**src/hw/rtl/swm_pkg.sv**
```systemverilog
// Shared constants, types and cell control structs for the sliding window median.
// No dependencies; every other file in hw/rtl imports this package.
package swm_pkg;

  localparam int MAX_WINDOW  = 64;
  localparam int SAMPLE_BITS = 32;
  localparam int IN_W        = 32;
  localparam int OUT_W       = 33;
  localparam int CFG_W       = 7;
  localparam int FILL_W      = $clog2(MAX_WINDOW + 1);
  localparam int AGE_W       = (MAX_WINDOW > 1) ? $clog2(MAX_WINDOW) : 1;
  localparam int IDX_W       = AGE_W;

  localparam logic [CFG_W-1:0] WINDOW_RESET = CFG_W'(3);

  typedef logic signed [SAMPLE_BITS-1:0] value_t;
  typedef logic [AGE_W-1:0]              age_t;
  typedef logic [IDX_W-1:0]              idx_t;
  typedef logic [FILL_W-1:0]             fill_t;

  // one slot of the sorted window
  typedef struct packed {
    logic   valid;
    value_t value;
    age_t   age;
  } entry_t;

  // per-cell status seen by both neighbors
  typedef struct packed {
    logic kept;      // survives this step's eviction/restart
    logic shift_dn;  // evicted slot lies below this cell
    logic gt;        // holds a value above the new sample
  } flags_t;

  // broadcast from the top level to every cell
  typedef struct packed {
    logic   load;
    logic   clear;
    logic   restart;
    logic   evict;
    value_t value;
    age_t   oldest_age;
    idx_t   idx_lo;
    idx_t   idx_hi;
  } bcast_t;

endpackage

```
**src/hw/rtl/swm_cell.sv**
```systemverilog
// One slot of the sorted window: evicts, shifts and inserts in a single step.
// Depends on swm_pkg; instanced in a row by sliding_window_median.
module swm_cell (
  input  logic            clk,
  input  logic            rst,
  input  swm_pkg::idx_t   pos,
  input  swm_pkg::bcast_t bc,
  input  swm_pkg::entry_t left_ent,
  input  swm_pkg::flags_t left_flg,
  input  swm_pkg::entry_t right_ent,
  input  swm_pkg::flags_t right_flg,
  input  logic            rm_below_in,
  output logic            rm_below_out,
  input  logic            ln_left,
  output logic            ln_out,
  output swm_pkg::entry_t ent,
  output swm_pkg::flags_t flg,
  output swm_pkg::value_t lo_val,
  output swm_pkg::value_t hi_val
);
  import swm_pkg::*;

  logic   rm;
  logic   take_left, take_self, take_right, take_new;
  entry_t ent_next;

  assign rm           = bc.evict && ent.valid && (ent.age == bc.oldest_age);
  assign flg.kept     = ent.valid && !bc.restart && !rm;
  assign flg.shift_dn = rm_below_in;
  assign flg.gt       = ent.value > bc.value;
  assign rm_below_out = rm_below_in | rm;

  // ln: this slot ends up holding a surviving entry not above the new sample
  assign ln_out = (flg.kept && !flg.shift_dn && !flg.gt) ||
                  (right_flg.kept && right_flg.shift_dn && !right_flg.gt);

  assign take_left  = left_flg.kept && !left_flg.shift_dn && left_flg.gt;
  assign take_self  = flg.kept && (flg.shift_dn == flg.gt);
  assign take_right = right_flg.kept && right_flg.shift_dn && !right_flg.gt;
  assign take_new   = ln_left && !ln_out;

  always_comb begin
    ent_next = ent;
    ent_next.valid = 1'b1;
    if (take_new) begin
      ent_next.value = bc.value;
      ent_next.age   = '0;
    end else if (take_left) begin
      ent_next.value = left_ent.value;
      ent_next.age   = left_ent.age + age_t'(1);
    end else if (take_self) begin
      ent_next.age   = ent.age + age_t'(1);
    end else if (take_right) begin
      ent_next.value = right_ent.value;
      ent_next.age   = right_ent.age + age_t'(1);
    end else begin
      ent_next.valid = 1'b0;
    end
  end

  // only the valid bit is reset; value and age follow every load
  always_ff @(posedge clk) begin
    if (rst || bc.clear) begin
      ent.valid <= 1'b0;
    end else if (bc.load) begin
      ent.valid <= ent_next.valid;
    end
    if (bc.load) begin
      ent.value <= ent_next.value;
      ent.age   <= ent_next.age;
    end
  end

  assign lo_val = (pos == bc.idx_lo) ? ent.value : '0;
  assign hi_val = (pos == bc.idx_hi) ? ent.value : '0;

endmodule

```
**config.mk**
```make
export PLATFORM = sky130hd
export DESIGN_NAME = swm_cell
export DESIGN_NICKNAME = d
export VERILOG_FILES = /design/src/hw/rtl/swm_pkg.sv /design/src/hw/rtl/swm_cell.sv
export SDC_FILE = /design/constraint.sdc
export NUM_CORES = 1
export LEC_CHECK = 0
export ABC_AREA = 1
export BUFFER_PORTS_ARGS = -buffer_cell sky130_fd_sc_hd__buf_2
export CAP_MARGIN = 20
export CORE_ASPECT_RATIO = 0.7
export CORE_MARGIN = 5
export CORE_UTILIZATION = 42
export DETAILED_ROUTE_END_ITERATION = 12
export GPL_ROUTABILITY_DRIVEN = 0
export PLACE_DENSITY_LB_ADDON = 0.08
export SKIP_CTS_REPAIR_TIMING = 1
export SLEW_MARGIN = 20
export SYNTH_ARGS = -nofsm -noshare
export SYNTH_HDL_FRONTEND = slang
export SYNTH_SLANG_ARGS = --single-unit
```
**constraint.sdc**
```tcl
create_clock -name clk -period 5.7 [get_ports clk]
set_clock_uncertainty 0.2 [all_clocks]
set_input_delay 1.14 -clock clk [delete_from_list [all_inputs] [get_ports clk]]
set_output_delay 1.14 -clock clk [all_outputs]
set_load 0.03 [all_outputs]
```
==> reports/qor.csv <==
metric,value,unit
fill cell count,813,
Max Root-Sink Buffers,2,
GRT Total Usage,22.0,%
critical setup path kind,in2out,
net switching fraction of the power,34.2,%
cells on worst reg2reg path,13,
top flop regs,ent x39,
Critical Path AT,3040,ps
static leakage power,0.00294,uW
number of hold violations in the final report,0,
"most common cell after layout, fill and taps aside",sky130_fd_sc_hd__buf_2,
Area contributors post-synth,"sky130_fd_sc_hd__edfxtp_1 (32%), sky130_fd_sc_hd__ha_1 (11%), sky130_fd_sc_hd__inv_1 (9.5%)",
first-pass GRT wire length,19.0,mm
die height,87.7,um
fraction of final layout cells sized beyond drive strength 1,40.1,%
final setup slack of the worst path,1320,ps
Max Clk Rate,228,MHz
sequential cell fraction of total power,38.0,%
Avg WL per Cell,14.5,um
final standard cell count with taps included and fillers excluded,843,
final setup violation count,0,
IO Port Bufs,253,
Final Max Tran Viols,0,
total standard cell area after synthesis,3620,um^2
most frequent cells in the layout,"sky130_fd_sc_hd__buf_2 (253), sky130_fd_sc_hd__inv_1 (92), sky130_fd_sc_hd__nor2_1 (80), sky130_fd_sc_hd__nand2_1 (58), sky130_fd_sc_hd__a21oi_1 (48)",
count of inserted antenna diode cells,0,
critical-path maximum fanout,17,
fraction of post-synthesis cell area in the top cell type by area,31.5,%
# H-tree levels,2,
num ports,256,
CP required,4360,ps
share of total power in combinational logic,33.6,%
Reg2Reg Launch Point,ent[37],
drt initial violations,164,
multi-input gate area in the final layout,2010,um^2
maximum vdd ir drop,0.100,mV
final layout net count,903,
worst hold path type,reg2reg,
async set or reset register ratio after synthesis,0,%
Final ANT Viol Nets,0,
cell count after placement,835,
placeable core region,8440,um^2
RSZ-0062 raised after global routing,false,
CTS tree,yes,
register-to-register setup slack,2060,ps
Chip Width,121,um
Final Cycle Share,76.9,%
total CTS buffers,5,
sequential share of the synthesized area,32.1,%
num rows,28,
destination of the worst hold path,ent[38],
initial antenna violation count,0,
run status,finished clean,
worst hold path cell count,2,
post-detailed-route via-to-cell ratio,4.86,
Power Total,956,uW
startpoint type of the worst setup path,input pin,
mean instance size in the synthesized netlist,7.59,um^2
die footprint,10600,um^2
count of different cell masters after synthesis,38,
overflow left after global routing,0,
number of enable-type register cells in the synthesized netlist,38,
Switch Pwr,327,uW
later-pin clock latency in the skew report,280,ps
max FFs per register,39,
max_cap viols,0,
setup TNS,0,ps
number of sinks handled by clock tree synthesis,39,
post-synthesis register bit count,39,
Hold Path Origin,ent[38],
Synthesis Warnings,0,
prevailing post-synth register cell,sky130_fd_sc_hd__edfxtp_1,
Via Count,4094,
endpoint type of the worst setup path,output pin,
library cell occupying the most area in the post-synthesis netlist,sky130_fd_sc_hd__edfxtp_1,
Int Power,629,uW
Post-Place Worst Slack,1250,ps
shortest clock period the worst path allows after layout,4380,ps
maximum number of pins on one net before global-route repair,43,
Worst slew margin,43.6,%
cell at the root of the clock tree,sky130_fd_sc_hd__clkbuf_16,
number of cells produced by synthesis,477,
via count of the first global-routing pass,4060,
final wirelength,12.2,mm
DRC violations left,0,
RR Endpoint,ent[23],
DP HPWL,9.93,mm
clock group share of total power,28.4,%
sequential cell area,1160,um^2
PD cells,186,nW/um^2
router iterations before antenna repair,4,
Post-Syn Nets,658,
area grow syn2layout,41.7,%
initial cell density of the core,42.9,%
clock edge transition at the registers on the reported setup and hold paths,60,ps
slew at the pin closest to its max-slew limit,842,ps
register containing the most flip-flops in the final layout,ent,
how the worst max path moves through the flow:
stage                     startpoint         to  slack (ps)  cells past startpoint
after floorplan               bc[49]    ent[10]         760                     13
after global placement        bc[49]    ent[24]        1260                     15
after CTS                     pos[2]  lo_val[4]        1280                      7
after global routing          pos[2]  lo_val[4]        1040                      7
after detailed placement      bc[39]    ent[33]        1250                     15
final                         pos[2]  lo_val[4]        1320                      7
area by class of cell:
| cell class | instances | area share (%) |
|---|---|---|
| clock buffers | 7 | 2.58 |
| clock inverters | 1 | 0.0975 |
| inverters | 95 | 6.95 |
| multi-input cells | 322 | 39.3 |
| flip-flops and latches | 39 | 22.6 |
| well taps | 120 | 2.93 |
| repair buffers | 259 | 25.6 |
layer usage:
metal | GRT usage, % | wire, um | vias up
met3 | 4.65 | 990 | 6
met4 | 3.91 | 40 | 0
li1 | - | - | 2100
met5 | 0 | 0 | -
met2 | 40.4 | 6080 | 153
met1 | 27.1 | 5110 | 1835
logic make-up (layout without fill, tap and decap cells):
family / after synthesis / count (layout) / share of synthesized area (%)
AND/OR/NAND/NOR: 179 / 179 / 22.6
adder cells (fa/ha/maj): 33 / 33 / 11.4
AO/OA/AOI/OAI: 100 / 100 / 18.7
buffers and inverters: 116 / 362 / 12.9
XOR/XNOR: 10 / 10 / 2.42
flip-flops: 39 / 39 / 32.1
per-stage QoR:
step,instance area (um^2),hold WS (ps),utilization [%]
6_report,5130,376,60.8
2_1_floorplan,3620,457,-
5_1_grt,5130,424,60.8
3_3_place_gp,4990,357,59.1
4_1_cts,5130,371,60.8
3_5_place_dp,4990,360,59.1
power by group through the flow:
stage	sequential, uW	combinational [uW]	clock, uW
6_report	363	321	271
5_1_grt	366	358	292
2_1_floorplan	405	168	0
3_3_place_gp	368	317	0
3_5_place_dp	369	322	0
4_1_cts	363	324	279
Yosys cell counts (2+ instances only):
cell	count
sky130_fd_sc_hd__nor2_2	5
sky130_fd_sc_hd__nand3_2	6
sky130_fd_sc_hd__buf_6	2
sky130_fd_sc_hd__a31oi_1	2
sky130_fd_sc_hd__ha_1	33
sky130_fd_sc_hd__clkbuf_1	10
sky130_fd_sc_hd__a221oi_2	5
sky130_fd_sc_hd__o22ai_1	4
sky130_fd_sc_hd__o21a_1	2
sky130_fd_sc_hd__a221oi_1	27
sky130_fd_sc_hd__nor3_1	4
sky130_fd_sc_hd__nand3_1	11
sky130_fd_sc_hd__buf_2	7
sky130_fd_sc_hd__buf_4	2
sky130_fd_sc_hd__clkinv_1	2
sky130_fd_sc_hd__edfxtp_1	38
sky130_fd_sc_hd__nand2_1	58
sky130_fd_sc_hd__inv_1	92
sky130_fd_sc_hd__xnor2_1	6
sky130_fd_sc_hd__or2_2	2
sky130_fd_sc_hd__nand4_1	7
sky130_fd_sc_hd__xor2_1	4
sky130_fd_sc_hd__o21ai_0	6
sky130_fd_sc_hd__nor2_1	80
sky130_fd_sc_hd__a21oi_1	48
sky130_fd_sc_hd__o21ai_1	2
worst max-delay path: stages:
cell and delay (ps):
sky130_fd_sc_hd__buf_2 110, sky130_fd_sc_hd__xor2_1 160, sky130_fd_sc_hd__nor4_1 320, sky130_fd_sc_hd__nand3_1 550
sky130_fd_sc_hd__buf_4 420, sky130_fd_sc_hd__nor2_1 120, sky130_fd_sc_hd__buf_2 210
Power figures use the tool's default switching activity.
